`config.mk`:
```
export PLATFORM = sky130hd
export DESIGN_NAME = cde_seq
export DESIGN_NICKNAME = d
export VERILOG_FILES = /design/src/hdl/cde_pkg.sv /design/src/hdl/cde_seq.sv
export SDC_FILE = /design/constraint.sdc
export NUM_CORES = 1
export LEC_CHECK = 0
export ABC_AREA = 1
export BUFFER_PORTS_ARGS = -buffer_cell sky130_fd_sc_hd__buf_2
export CAP_MARGIN = 20
export CELL_PAD_IN_SITES_DETAIL_PLACEMENT = 0
export CELL_PAD_IN_SITES_GLOBAL_PLACEMENT = 1
export CORE_MARGIN = 2
export CORE_UTILIZATION = 47
export CTS_CLUSTER_DIAMETER = 50
export DETAILED_ROUTE_END_ITERATION = 16
export PLACE_DENSITY = 0.88
export SKIP_CTS_REPAIR_TIMING = 1
export SLEW_MARGIN = 20
export SYNTH_ARGS = -nofsm -noshare
export SYNTH_HDL_FRONTEND = slang
export SYNTH_SLANG_ARGS = --single-unit
```
`constraint.sdc`:
```
create_clock -name clk -period 13 [get_ports clk]
set_clock_uncertainty 0.2 [all_clocks]
set_input_delay 1.3 -clock clk [delete_from_list [all_inputs] [get_ports clk]]
set_output_delay 1.3 -clock clk [all_outputs]
set_load 0.05 [all_outputs]
```
`src/hdl/cde_pkg.sv`:
```
// ----------------------------------------------------------------------------
// Canvas draw engine package
// Shared sizes, codes, request structs and helper functions.
// ----------------------------------------------------------------------------
package cde_pkg;

	localparam int WIDTH        = 64;
	localparam int HEIGHT       = 64;
	localparam int HIST_RECORDS = 1024;
	localparam int HIST_ENTRIES = 64;

	localparam int MAX_DIM  = (WIDTH > HEIGHT) ? WIDTH : HEIGHT;
	localparam int FB_DEPTH = WIDTH * HEIGHT;
	localparam int FB_AW    = $clog2(FB_DEPTH);
	localparam int DIM_W    = $clog2(MAX_DIM + 1);
	localparam int REC_AW   = $clog2(HIST_RECORDS);
	localparam int REC_TW   = $clog2(HIST_RECORDS + 1);
	localparam int ENT_AW   = $clog2(HIST_ENTRIES);
	localparam int ENT_TW   = $clog2(HIST_ENTRIES + 1);
	localparam int CNT_W    = $clog2(MAX_DIM + 2);
	localparam int CW       = 12;
	localparam logic [23:0] WHITE = 24'hff_ffff;

	typedef enum logic [2:0] {
		MD_FILL   = 3'd0,
		MD_PIXEL  = 3'd1,
		MD_SQUARE = 3'd2,
		MD_LINE   = 3'd3,
		MD_UNDO   = 3'd4,
		MD_READ   = 3'd5
	} mode_t;

	typedef enum logic [1:0] {
		STS_OK      = 2'd0,
		STS_NO_UNDO = 2'd1,
		STS_FULL    = 2'd2,
		STS_RANGE   = 2'd3
	} status_t;

	typedef struct packed {
		logic [2:0]        mode;
		logic signed [9:0] x_a;
		logic signed [9:0] y_a;
		logic signed [9:0] x_b;
		logic signed [9:0] y_b;
		logic [23:0]       rgb;
		logic [6:0]        square_size;
		logic              save_history;
	} cmd_t;

	typedef struct packed {
		logic [FB_AW-1:0] pix;
		logic [23:0]      rgb;
	} rec_t;

	typedef struct packed {
		logic             we;
		logic [FB_AW-1:0] waddr;
		logic [23:0]      wdata;
		logic             re;
		logic [FB_AW-1:0] raddr;
	} frame_req_t;

	typedef struct packed {
		logic              rec_we;
		logic [REC_AW-1:0] rec_waddr;
		rec_t              rec_wdata;
		logic              rec_re;
		logic [REC_AW-1:0] rec_raddr;
		logic              cnt_we;
		logic [ENT_AW-1:0] cnt_waddr;
		logic [CNT_W-1:0]  cnt_wdata;
		logic              cnt_re;
		logic [ENT_AW-1:0] cnt_raddr;
	} hist_req_t;

	// Register value limited to 1..limit.
	function automatic logic [DIM_W-1:0] clamp_dim(input logic [8:0] v, input int limit);
		logic [DIM_W-1:0] r;
		if (v == 9'd0) begin
			r = DIM_W'(1);
		end else if (int'(v) > limit) begin
			r = DIM_W'(limit);
		end else begin
			r = DIM_W'(v);
		end
		return r;
	endfunction

	function automatic logic [FB_AW-1:0] pix_addr(input logic signed [CW-1:0] x,
			input logic signed [CW-1:0] y);
		return FB_AW'(int'(y) * WIDTH + int'(x));
	endfunction

	function automatic logic on_canvas(input logic signed [CW-1:0] x,
			input logic signed [CW-1:0] y, input logic [DIM_W-1:0] w,
			input logic [DIM_W-1:0] h);
		return !x[CW-1] && !y[CW-1] && (x < $signed(CW'(w))) && (y < $signed(CW'(h)));
	endfunction

endpackage

```
`src/hdl/cde_seq.sv`:
```
// ----------------------------------------------------------------------------
// Command sequencer
// Walks fills, squares, lines and undo lists one frame store access at a time.
// ----------------------------------------------------------------------------
module cde_seq (
	input  logic                          clk,
	input  logic                          arst_n,
	input  logic                          cmd_valid,
	input  cde_pkg::cmd_t                 cmd,
	input  logic [cde_pkg::DIM_W-1:0]     w,
	input  logic [cde_pkg::DIM_W-1:0]     h,
	input  logic                          res_ready,
	output logic                          idle,
	output logic                          res_valid,
	output cde_pkg::status_t              res_status,
	output logic [23:0]                   res_rgb,
	output cde_pkg::frame_req_t           fr,
	input  logic [23:0]                   fr_rdata,
	output cde_pkg::hist_req_t            hr,
	input  cde_pkg::rec_t                 rec_rdata,
	input  logic [cde_pkg::CNT_W-1:0]     cnt_rdata
);

	localparam int CW = cde_pkg::CW;

	typedef enum logic [10:0] {
		ST_CLEAR    = 11'b000_0000_0001,
		ST_IDLE     = 11'b000_0000_0010,
		ST_RECT     = 11'b000_0000_0100,
		ST_PT       = 11'b000_0000_1000,
		ST_PT_WR    = 11'b000_0001_0000,
		ST_PUSH     = 11'b000_0010_0000,
		ST_UNDO_CNT = 11'b000_0100_0000,
		ST_UNDO_RD  = 11'b000_1000_0000,
		ST_UNDO_WR  = 11'b001_0000_0000,
		ST_READ     = 11'b010_0000_0000,
		ST_DONE     = 11'b100_0000_0000
	} state_t;

	state_t                         state_q;
	logic [cde_pkg::FB_AW-1:0]      clr_q;
	logic signed [CW-1:0]           x_q, y_q, x0_q, x1_q, y1_q;
	logic [23:0]                    rgb_q;
	logic                           save_q;
	logic [9:0]                     ax_q, ay_q, n_q, rx_q, ry_q, i_q, last_q;
	logic                           sgx_q, sgy_q;
	logic [cde_pkg::CNT_W-1:0]      cnt_q, c_q;
	logic [cde_pkg::REC_TW-1:0]     rec_top_q;
	logic [cde_pkg::ENT_TW-1:0]     ent_top_q;
	cde_pkg::status_t               status_q;
	logic [23:0]                    rd_q;

	logic signed [CW-1:0] xa, ya, dx, dy, adx, ady, sq_x0, sq_x1, sq_y0, sq_y1, sz;
	logic [9:0]           n_raw;
	logic                 room, on_pt, adv, rec_space;
	logic [cde_pkg::FB_AW-1:0] p;
	logic [10:0]          rx_sum, ry_sum;
	logic                 cy_x, cy_y;

	assign idle       = (state_q == ST_IDLE);
	assign res_valid  = (state_q == ST_DONE) && res_ready;
	assign res_status = status_q;
	assign res_rgb    = rd_q;

	always_comb begin
		xa    = CW'(cmd.x_a);
		ya    = CW'(cmd.y_a);
		sz    = $signed(CW'(cmd.square_size));
		dx    = CW'(cmd.x_b) - xa;
		dy    = CW'(cmd.y_b) - ya;
		adx   = dx[CW-1] ? -dx : dx;
		ady   = dy[CW-1] ? -dy : dy;
		n_raw = (adx > ady) ? adx[9:0] : ady[9:0];
		if (n_raw == 10'd0) begin
			n_raw = 10'd1;
		end
		sq_x0 = xa - sz + CW'(1);
		sq_x1 = xa + sz - CW'(1);
		sq_y0 = ya - sz + CW'(1);
		sq_y1 = ya + sz - CW'(1);
		if (sq_x0[CW-1]) sq_x0 = '0;
		if (sq_y0[CW-1]) sq_y0 = '0;
		if (sq_x1 > $signed(CW'(w)) - CW'(1)) sq_x1 = $signed(CW'(w)) - CW'(1);
		if (sq_y1 > $signed(CW'(h)) - CW'(1)) sq_y1 = $signed(CW'(h)) - CW'(1);
		room = (int'(ent_top_q) < cde_pkg::HIST_ENTRIES) &&
			(int'(rec_top_q) + int'((w > h) ? w : h) + 1 <= cde_pkg::HIST_RECORDS);
	end

	// Incremental form of the truncating divide: remainder steps by |d| each point.
	always_comb begin
		rx_sum = 11'(rx_q) + 11'(ax_q);
		ry_sum = 11'(ry_q) + 11'(ay_q);
		cy_x   = rx_sum >= 11'(n_q);
		cy_y   = ry_sum >= 11'(n_q);
		p      = cde_pkg::pix_addr(x_q, y_q);
		on_pt  = cde_pkg::on_canvas(x_q, y_q, w, h);
		rec_space = int'(rec_top_q) < cde_pkg::HIST_RECORDS;
	end

	always_comb begin
		fr  = '0;
		hr  = '0;
		adv = 1'b0;
		unique case (state_q)
			ST_CLEAR: begin
				fr.we    = 1'b1;
				fr.waddr = clr_q;
				fr.wdata = cde_pkg::WHITE;
			end
			ST_IDLE: begin
				if (cmd_valid) begin
					if (cmd.mode == cde_pkg::MD_UNDO && ent_top_q != '0) begin
						hr.cnt_re    = 1'b1;
						hr.cnt_raddr = cde_pkg::ENT_AW'(ent_top_q - 1'b1);
					end
					if (cmd.mode == cde_pkg::MD_READ &&
							cde_pkg::on_canvas(xa, ya, w, h)) begin
						fr.re    = 1'b1;
						fr.raddr = cde_pkg::pix_addr(xa, ya);
					end
				end
			end
			ST_RECT: begin
				fr.we    = 1'b1;
				fr.waddr = p;
				fr.wdata = rgb_q;
			end
			ST_PT: begin
				if (on_pt && save_q && rec_space) begin
					fr.re    = 1'b1;
					fr.raddr = p;
				end else begin
					fr.we    = on_pt;
					fr.waddr = p;
					fr.wdata = rgb_q;
					adv      = 1'b1;
				end
			end
			ST_PT_WR: begin
				hr.rec_we        = 1'b1;
				hr.rec_waddr     = cde_pkg::REC_AW'(rec_top_q);
				hr.rec_wdata.pix = p;
				hr.rec_wdata.rgb = fr_rdata;
				fr.we            = 1'b1;
				fr.waddr         = p;
				fr.wdata         = rgb_q;
				adv              = 1'b1;
			end
			ST_PUSH: begin
				hr.cnt_we    = 1'b1;
				hr.cnt_waddr = cde_pkg::ENT_AW'(ent_top_q);
				hr.cnt_wdata = cnt_q;
			end
			ST_UNDO_RD: begin
				if (c_q != '0 && rec_top_q != '0) begin
					hr.rec_re    = 1'b1;
					hr.rec_raddr = cde_pkg::REC_AW'(rec_top_q - 1'b1);
				end
			end
			ST_UNDO_WR: begin
				fr.we    = 1'b1;
				fr.waddr = rec_rdata.pix;
				fr.wdata = rec_rdata.rgb;
			end
			ST_UNDO_CNT, ST_READ, ST_DONE: begin
			end
			default: begin
			end
		endcase
	end

	always_ff @(posedge clk or negedge arst_n) begin
		if (!arst_n) begin
			state_q   <= ST_CLEAR;
			clr_q     <= '0;
			rec_top_q <= '0;
			ent_top_q <= '0;
		end else begin
			unique case (state_q)
				ST_CLEAR: begin
					clr_q <= clr_q + 1'b1;
					if (int'(clr_q) == cde_pkg::FB_DEPTH - 1) begin
						state_q <= ST_IDLE;
					end
				end
				ST_IDLE: begin
					if (cmd_valid) begin
						status_q <= cde_pkg::STS_OK;
						rd_q     <= '0;
						rgb_q    <= cmd.rgb;
						state_q  <= ST_DONE;
						unique case (cmd.mode)
							cde_pkg::MD_FILL: begin
								x_q     <= '0;
								y_q     <= '0;
								x0_q    <= '0;
								x1_q    <= $signed(CW'(w)) - CW'(1);
								y1_q    <= $signed(CW'(h)) - CW'(1);
								state_q <= ST_RECT;
							end
							cde_pkg::MD_SQUARE: begin
								x_q  <= sq_x0;
								y_q  <= sq_y0;
								x0_q <= sq_x0;
								x1_q <= sq_x1;
								y1_q <= sq_y1;
								if (sq_x0 <= sq_x1 && sq_y0 <= sq_y1) begin
									state_q <= ST_RECT;
								end
							end
							cde_pkg::MD_PIXEL, cde_pkg::MD_LINE: begin
								x_q    <= xa;
								y_q    <= ya;
								rx_q   <= '0;
								ry_q   <= '0;
								i_q    <= '0;
								cnt_q  <= '0;
								sgx_q  <= dx[CW-1];
								sgy_q  <= dy[CW-1];
								n_q    <= n_raw;
								save_q <= cmd.save_history && room;
								if (cmd.mode == cde_pkg::MD_LINE) begin
									ax_q   <= adx[9:0];
									ay_q   <= ady[9:0];
									last_q <= n_raw;
								end else begin
									ax_q   <= '0;
									ay_q   <= '0;
									last_q <= '0;
								end
								if (cmd.mode == cde_pkg::MD_PIXEL &&
										!cde_pkg::on_canvas(xa, ya, w, h)) begin
									status_q <= cde_pkg::STS_RANGE;
								end else begin
									if (cmd.save_history && !room) begin
										status_q <= cde_pkg::STS_FULL;
									end
									state_q <= ST_PT;
								end
							end
							cde_pkg::MD_UNDO: begin
								if (ent_top_q == '0) begin
									status_q <= cde_pkg::STS_NO_UNDO;
								end else begin
									ent_top_q <= ent_top_q - 1'b1;
									state_q   <= ST_UNDO_CNT;
								end
							end
							cde_pkg::MD_READ: begin
								if (cde_pkg::on_canvas(xa, ya, w, h)) begin
									state_q <= ST_READ;
								end else begin
									status_q <= cde_pkg::STS_RANGE;
								end
							end
							default: begin
								status_q <= cde_pkg::STS_RANGE;
							end
						endcase
					end
				end
				ST_RECT: begin
					if (x_q == x1_q) begin
						x_q <= x0_q;
						if (y_q == y1_q) begin
							state_q <= ST_DONE;
						end else begin
							y_q <= y_q + CW'(1);
						end
					end else begin
						x_q <= x_q + CW'(1);
					end
				end
				ST_PT: begin
					if (!adv) begin
						state_q <= ST_PT_WR;
					end
				end
				ST_PT_WR: begin
					rec_top_q <= rec_top_q + 1'b1;
					cnt_q     <= cnt_q + 1'b1;
				end
				ST_PUSH: begin
					ent_top_q <= ent_top_q + 1'b1;
					state_q   <= ST_DONE;
				end
				ST_UNDO_CNT: begin
					c_q     <= cnt_rdata;
					state_q <= ST_UNDO_RD;
				end
				ST_UNDO_RD: begin
					if (c_q != '0 && rec_top_q != '0) begin
						rec_top_q <= rec_top_q - 1'b1;
						c_q       <= c_q - 1'b1;
						state_q   <= ST_UNDO_WR;
					end else begin
						state_q <= ST_DONE;
					end
				end
				ST_UNDO_WR: begin
					state_q <= ST_UNDO_RD;
				end
				ST_READ: begin
					rd_q    <= fr_rdata;
					state_q <= ST_DONE;
				end
				ST_DONE: begin
					if (res_ready) begin
						state_q <= ST_IDLE;
					end
				end
				default: begin
					state_q <= ST_IDLE;
				end
			endcase

			// Step to the next line point, or close the command after the last one.
			if (adv) begin
				if (i_q == last_q) begin
					state_q <= save_q ? ST_PUSH : ST_DONE;
				end else begin
					state_q <= ST_PT;
					i_q     <= i_q + 1'b1;
					rx_q    <= cy_x ? 10'(rx_sum - 11'(n_q)) : rx_sum[9:0];
					ry_q    <= cy_y ? 10'(ry_sum - 11'(n_q)) : ry_sum[9:0];
					if (cy_x) x_q <= sgx_q ? x_q - CW'(1) : x_q + CW'(1);
					if (cy_y) y_q <= sgy_q ? y_q - CW'(1) : y_q + CW'(1);
				end
			end
		end
	end

endmodule
```
Word-level counts from Yosys, hierarchy flattened
Cells that the tools add are included.
W data, S select, Z words.
{"block": "totals", "wordCells": 247, "ff_bits": 238}
{"block": "op_classes", "n_lt_le_gt_ge": 15, "mux": 94, "n_addsub": 34, "eq_ne": 31, "n_reduce_logical": 49}
{"cell": "$mux W12", "count": 17}
{"cell": "$mux W11", "count": 18}
{"cell": "$mux W10", "count": 19}
{"cell": "$pmux W37 S4", "count": 1}
{"cell": "$pmux W12 S2", "count": 5}
{"cell": "$pmux W11 S9", "count": 1}
{"cell": "$pmux W12 S3", "count": 2}
{"cell": "$mux W7", "count": 10}
{"cell": "$pmux W11 S5", "count": 1}
{"cell": "$pmux W24 S2", "count": 1}
{"cell": "$mux W47", "count": 1}
{"cell": "$pmux W7 S2", "count": 3}
{"cell": "$mux W13", "count": 3}
{"cell": "$mux W37", "count": 1}
{"cell": "$gt A12 B12 Y1", "count": 3}
{"cell": "$pmux W13 S2", "count": 1}
{"cell": "$add A11 B2 Y12 const B", "count": 2}
{"cell": "$add A12 B2 Y12 const B", "count": 2}
{"cell": "$eq A12 B12 Y1", "count": 2}
{"cell": "$le A12 B12 Y1", "count": 2}
{"cell": "$lt A12 B8 Y1", "count": 2}
{"cell": "$mux W24", "count": 1}
{"cell": "$neg A11 Y12", "count": 2}
{"cell": "$sub A11 B2 Y12 const B", "count": 2}
{"cell": "other kinds (62)", "count": 121}

Logic depth before layout (Yosys ltp)
{"block": "logic_depth", "ltp_word": 11, "depth_mapped": 46, "ltp_nobuf": 46}

Least setup slack after synthesis
No wires, ideal clock.
{"block": "synth_timing", "path_kind": "input to register", "startpoint": "in cmd[3] (netlist bit)", "endpoint": "reg state_q[10]", "required_ps": 12687, "arrival_ps": 5591, "path_stages": 41, "path_slack_ps": 7096, "cell_sequence": "inv_1 > ha_1 > nor2_1 > or2_2 > inv_1 > ha_1 > nor2_1 > o21ai_0 > a21oi_1 > nor2_1 > nor2_1 > xor2_1 > inv_1 > ha_1 > nand4_1 > nor3_1 > nand2_1 > nand3_1 > (+5 left out) > ha_1 > a21o_1 > nor2_1 > nand2_1 > nand2_1 > nand2_1 > nand2_1 > nand2_1 > nand2_1 > nand2_1 > nor2_1 > nand2_1 > nand2_1 > nand2_1 > nand2_1 > nand3_1 > nand2_1 > inv_1"}
{"block": "synth_via", "elab_chain_len": 11}
{"item": "from (decl)", "line_no": "cde_seq.sv:9", "rtl": "input cde_pkg::cmd_t cmd,"}
{"item": "$add A10 B8 Y11 (on tied branches)", "line_no": "cde_seq.sv:78, cde_seq.sv:80"}
{"item": "$sub A11 B2 Y12 (on tied branches)", "line_no": "cde_seq.sv:78, cde_seq.sv:80"}
{"item": "$gt A12 B12 Y1 (on tied branches)", "line_no": "cde_seq.sv:83, cde_seq.sv:84"}
{"item": "$mux W12 (on tied branches)", "line_no": "cde_seq.sv:83, cde_seq.sv:84"}
{"item": "$le A12 B12 Y1", "line_no": "cde_seq.sv:207", "rtl": "if (sq_x0 <= sq_x1 && sq_y0 <= sq_y1) begin"}
{"item": "$logic_and A1 B1 Y1 *", "line_no": "cde_seq.sv:207"}
{"item": "$mux W11 *", "line_no": "cde_seq.sv:207"}
{"item": "$pmux W11 S5 *", "line_no": "cde_seq.sv:192", "rtl": "unique case (cmd.mode)"}
{"item": "$mux W11 *", "line_no": "cde_seq.sv:187", "rtl": "if (cmd_valid) begin"}
{"item": "$pmux W11 S9 *", "line_no": "cde_seq.sv:179", "rtl": "unique case (state_q)"}
{"item": "$mux W11 *", "line_no": "cde_seq.sv:318", "rtl": "if (adv) begin"}
{"item": "to (signal assigned)", "line_no": "cde_seq.sv:320", "rtl": "state_q <= save_q ? ST_PUSH : ST_DONE;"}
{"item": "to (decl)", "line_no": "cde_seq.sv:40", "rtl": "state_t state_q;"}
Every way passes the cells marked *; elsewhere a longest branch is shown, timed or not. The select of a mux whose other input is x is not followed.
A chain may end at the register's enable or synchronous reset.

Worst setup path in the final report
{"block": "layout_timing", "startpoint": "in cmd[63] (netlist bit)", "endpoint": "reg state_q[10]"}
{"block": "layout_via", "elab_chain_len": 11}
{"item": "$add A10 B8 Y11", "line_no": "cde_seq.sv:78", "rtl": "sq_x1 = xa + sz - CW'(1);"}
{"item": "$sub A11 B2 Y12", "line_no": "cde_seq.sv:78"}
{"item": "$gt A12 B12 Y1", "line_no": "cde_seq.sv:83", "rtl": "if (sq_x1 > $signed(CW'(w)) - CW'(1)) sq_x1 = $signed(CW'(w)) - CW'(1);"}
{"item": "$mux W12", "line_no": "cde_seq.sv:83"}
{"item": "$le A12 B12 Y1", "line_no": "cde_seq.sv:207"}
{"item": "$logic_and A1 B1 Y1", "line_no": "cde_seq.sv:207"}
{"item": "$mux W11", "line_no": "cde_seq.sv:207"}
{"item": "$pmux W11 S5 *", "line_no": "cde_seq.sv:192"}
{"item": "$mux W11 *", "line_no": "cde_seq.sv:187"}
{"item": "$pmux W11 S9 *", "line_no": "cde_seq.sv:179"}
{"item": "$mux W11 *", "line_no": "cde_seq.sv:318"}
Marks and branches as above.

==> flow_summary.yaml <==
cells_and_area:
  final_cells: 4325
  syn_to_final_growth_pct: 13.9
  nNetsFinal: 4037
  layout_common_cells: "nand2_1 (742), inv_1 (494), nor2_1 (336)"
  layout.cells.most_common: "nand2_1"
  layout-drive-gt1-share: 0.146
critical_path:
  reg2reg_depth: 20
  path_depth: 41
  crit_slowest_cell: "o21ai_0"
  crit_path_start_kind: "primary input"
  max_stage_delay_ps: 400
  crit_arrival_ps: 6690
  r2r_start: "ax_q[0]"
  critPathCapture: "state_q[10]"
  crit_type: "in -> reg"
  path_max_fanout: 10
  crit_required_ps: 13230
  setup.worst_path.end_class: "flip-flop"
  r2r_end: "x_q[6]"
  r2r_slack_ps: 8520
  cp_num_buf_inv: 6
  startpoint: "cmd[63]"
  crit_top_cell: "nand2_1"
  cp_top_family: "simple AND/OR/NAND/NOR gates"
routing:
  wl_per_cell_um: 18.1
  drc_errors: 0
  vias_per_cell: 5.34
  drtIter0Drc: 2072
  num_vias: 23100
  wl_mm: 78.5
  ant_nets: 0
  drt-pass1-iter-count: 5
timing:
  slew_headroom: 0.428
  worst_pin_slew_ps: 850
  fmax_ghz: 0.155
  fin_hold_ws_ps: 303
  slew_viol_final: 0
  timing.final.crit_share: 0.497
  rsz0062_at_grt: "no"
  hold_viol: 0
  setup_violations: 0
  post-route-min-period_ps: 6460
  tns_ps: 0
cts:
  clockBufferDepth: 3
  clkSinkCount: 237
  cts_max_level: 2
  tritoncts: "done"
  clk_pin_slew_ps: 60
  clk-insertion-delay-late_ps: 530
  cts_made_buffers: 34
  cts-root-buf: "clkbuf_16"
synthesis:
  synth_edf_count: 196
  synth-main-ff-cell: "edfxtp_1"
  synthesis.area_um2: 23800
  ys_ff_latch: 237
  yosysUniqueCellTypes: 73
  synthesis.nets: 3754
  syn-instance-count: 3343
  yosys_warnings: 0
  yosysSeqAreaShare: 0.290
  synth_area_per_cell_um2: 7.12
  async_reset_ff_frac: 0.173
outcome:
  status: "complete, no violations"
hold_path:
  min_path_type: "reg -> reg"
power:
  power_w: 0.00377
  leakagePower_nw: 14.0
  peakVddDrop_v: 0.0000792
  power_density_nw_per_um2: 139
floorplan:
  placement_rows: 82
  start_util: 0.476
  num_io_pins: 317
  core_region_area_um2: 50100
  die_x_um: 229
  die_h_um: 229
  dieArea_um2: 52500
placement:
  hpwlAfterDp_mm: 62.2
  placed_cells: 4262
  finalWeightedCongestion: 0.969
  io_buffers: 316
global_route:
  overflow: 0
  grt_use_total: 0.292
  grt_max_degree: 59
  antenna_found_initial: 2
  grt_pass1_wl_mm: 121
  grt_pass1_vias: 21400
run:
  maxCapViolations: 0
-- Yosys cell counts, types with 7 or more instances --
| master | instances | area (um2) |
|---|---|---|
| a21o_1 | 9 | 67.6 |
| a21oi_1 | 167 | 836 |
| a31oi_1 | 14 | 87.6 |
| buf_2 | 22 | 110 |
| buf_6 | 8 | 90.1 |
| clkbuf_1 | 44 | 165 |
| dfrtp_1 | 40 | 1000 |
| edfxtp_1 | 196 | 5890 |
| fa_1 | 8 | 160 |
| ha_1 | 243 | 3040 |
| inv_1 | 494 | 1850 |
| inv_2 | 35 | 131 |
| mux2i_1 | 7 | 70.1 |
| nand2_1 | 742 | 2790 |
| nand2_2 | 28 | 175 |
| nand3_1 | 214 | 1070 |
| nand3_2 | 10 | 100 |
| nand4_1 | 53 | 332 |
| nor2_1 | 338 | 1270 |
| nor2_2 | 11 | 68.8 |
| nor3_1 | 52 | 260 |
| nor4_1 | 21 | 131 |
| o211ai_1 | 17 | 128 |
| o21ai_0 | 211 | 1060 |
| o21ai_1 | 55 | 275 |
| o22ai_1 | 11 | 68.8 |
| or2_2 | 9 | 56.3 |
| xnor2_1 | 37 | 324 |
| xor2_1 | 126 | 1100 |
-- state kept, by name (all words and copies together) (netlist names) --
signal	count
n_q	10
rgb_q	24
rec_top_q	11
rx_q	10
save_q	1
res_rgb	24
ax_q	10
ry_q	10
x_q	12
x0_q	11
sgy_q	1
x1_q	12
clr_q	12
ay_q	10
y1_q	12
last_q	10
ent_top_q	7
state_q	11
sgx_q	1
c_q	7
res_status	2
y_q	12
i_q	10
cnt_q	7
-- final cells by class --
type | count | area [um2]
fillers | 5136 | 22900
multi-input cells | 2483 | 14500
flip-flops and latches | 237 | 6910
inverters | 538 | 2020
repair buffers | 332 | 1720
clock buffers | 38 | 887
well taps | 672 | 841
clock inverters | 23 | 270
diodes | 2 | 5.00
-- cell families after synthesis --
| kind of cell | share of synthesized area |
|---|---|
| adder cells (fa/ha/maj) | 0.134 |
| multiplexers | 0.00294 |
| XOR/XNOR | 0.0613 |
| AO/OA/AOI/OAI | 0.129 |
| other | 0.000315 |
| flip-flops | 0.290 |
| buffers and inverters | 0.104 |
| AND/OR/NAND/NOR | 0.278 |
-- power breakdown --
group,switching [W],total [W],leakage (nW),internal (W)
clock network,0.000377,0.000960,0.558,0.000582
registers,0.000145,0.00110,2.45,0.000954
logic,0.00116,0.00171,11.0,0.000550
-- how the worst min path moves through the flow --
stage	startpoint	to	slack, ps	depth (start not counted)
5_1_grt	clr_q[3]	clr_q[3]	330	1
3_3_place_gp	clr_q[3]	clr_q[3]	280	1
6_report	clr_q[3]	clr_q[3]	300	1
2_1_floorplan	clr_q[3]	clr_q[3]	260	1
3_5_place_dp	clr_q[3]	clr_q[3]	290	1
4_1_cts	clr_q[3]	clr_q[3]	300	1
-- layer usage --
metal | global-route usage | up-vias | wire length [um]
met5 | 0 | - | 13
met4 | 0.0862 | 2 | 2270
met3 | 0.0476 | 108 | 6430
met2 | 0.463 | 879 | 35000
met1 | 0.408 | 10500 | 34800
li1 | - | 11600 | -
-- per-stage QoR --
stage	setup slack (ps)	utilization	cell area, um2
after floorplan	7100	-	23800
after global placement	6190	0.518	25900
after detailed placement	6100	0.518	26000
after CTS	6650	0.542	27100
after global routing	5880	0.542	27100
final	6540	0.542	27100
No activity file was read; power rests on OpenSTA's default activity.
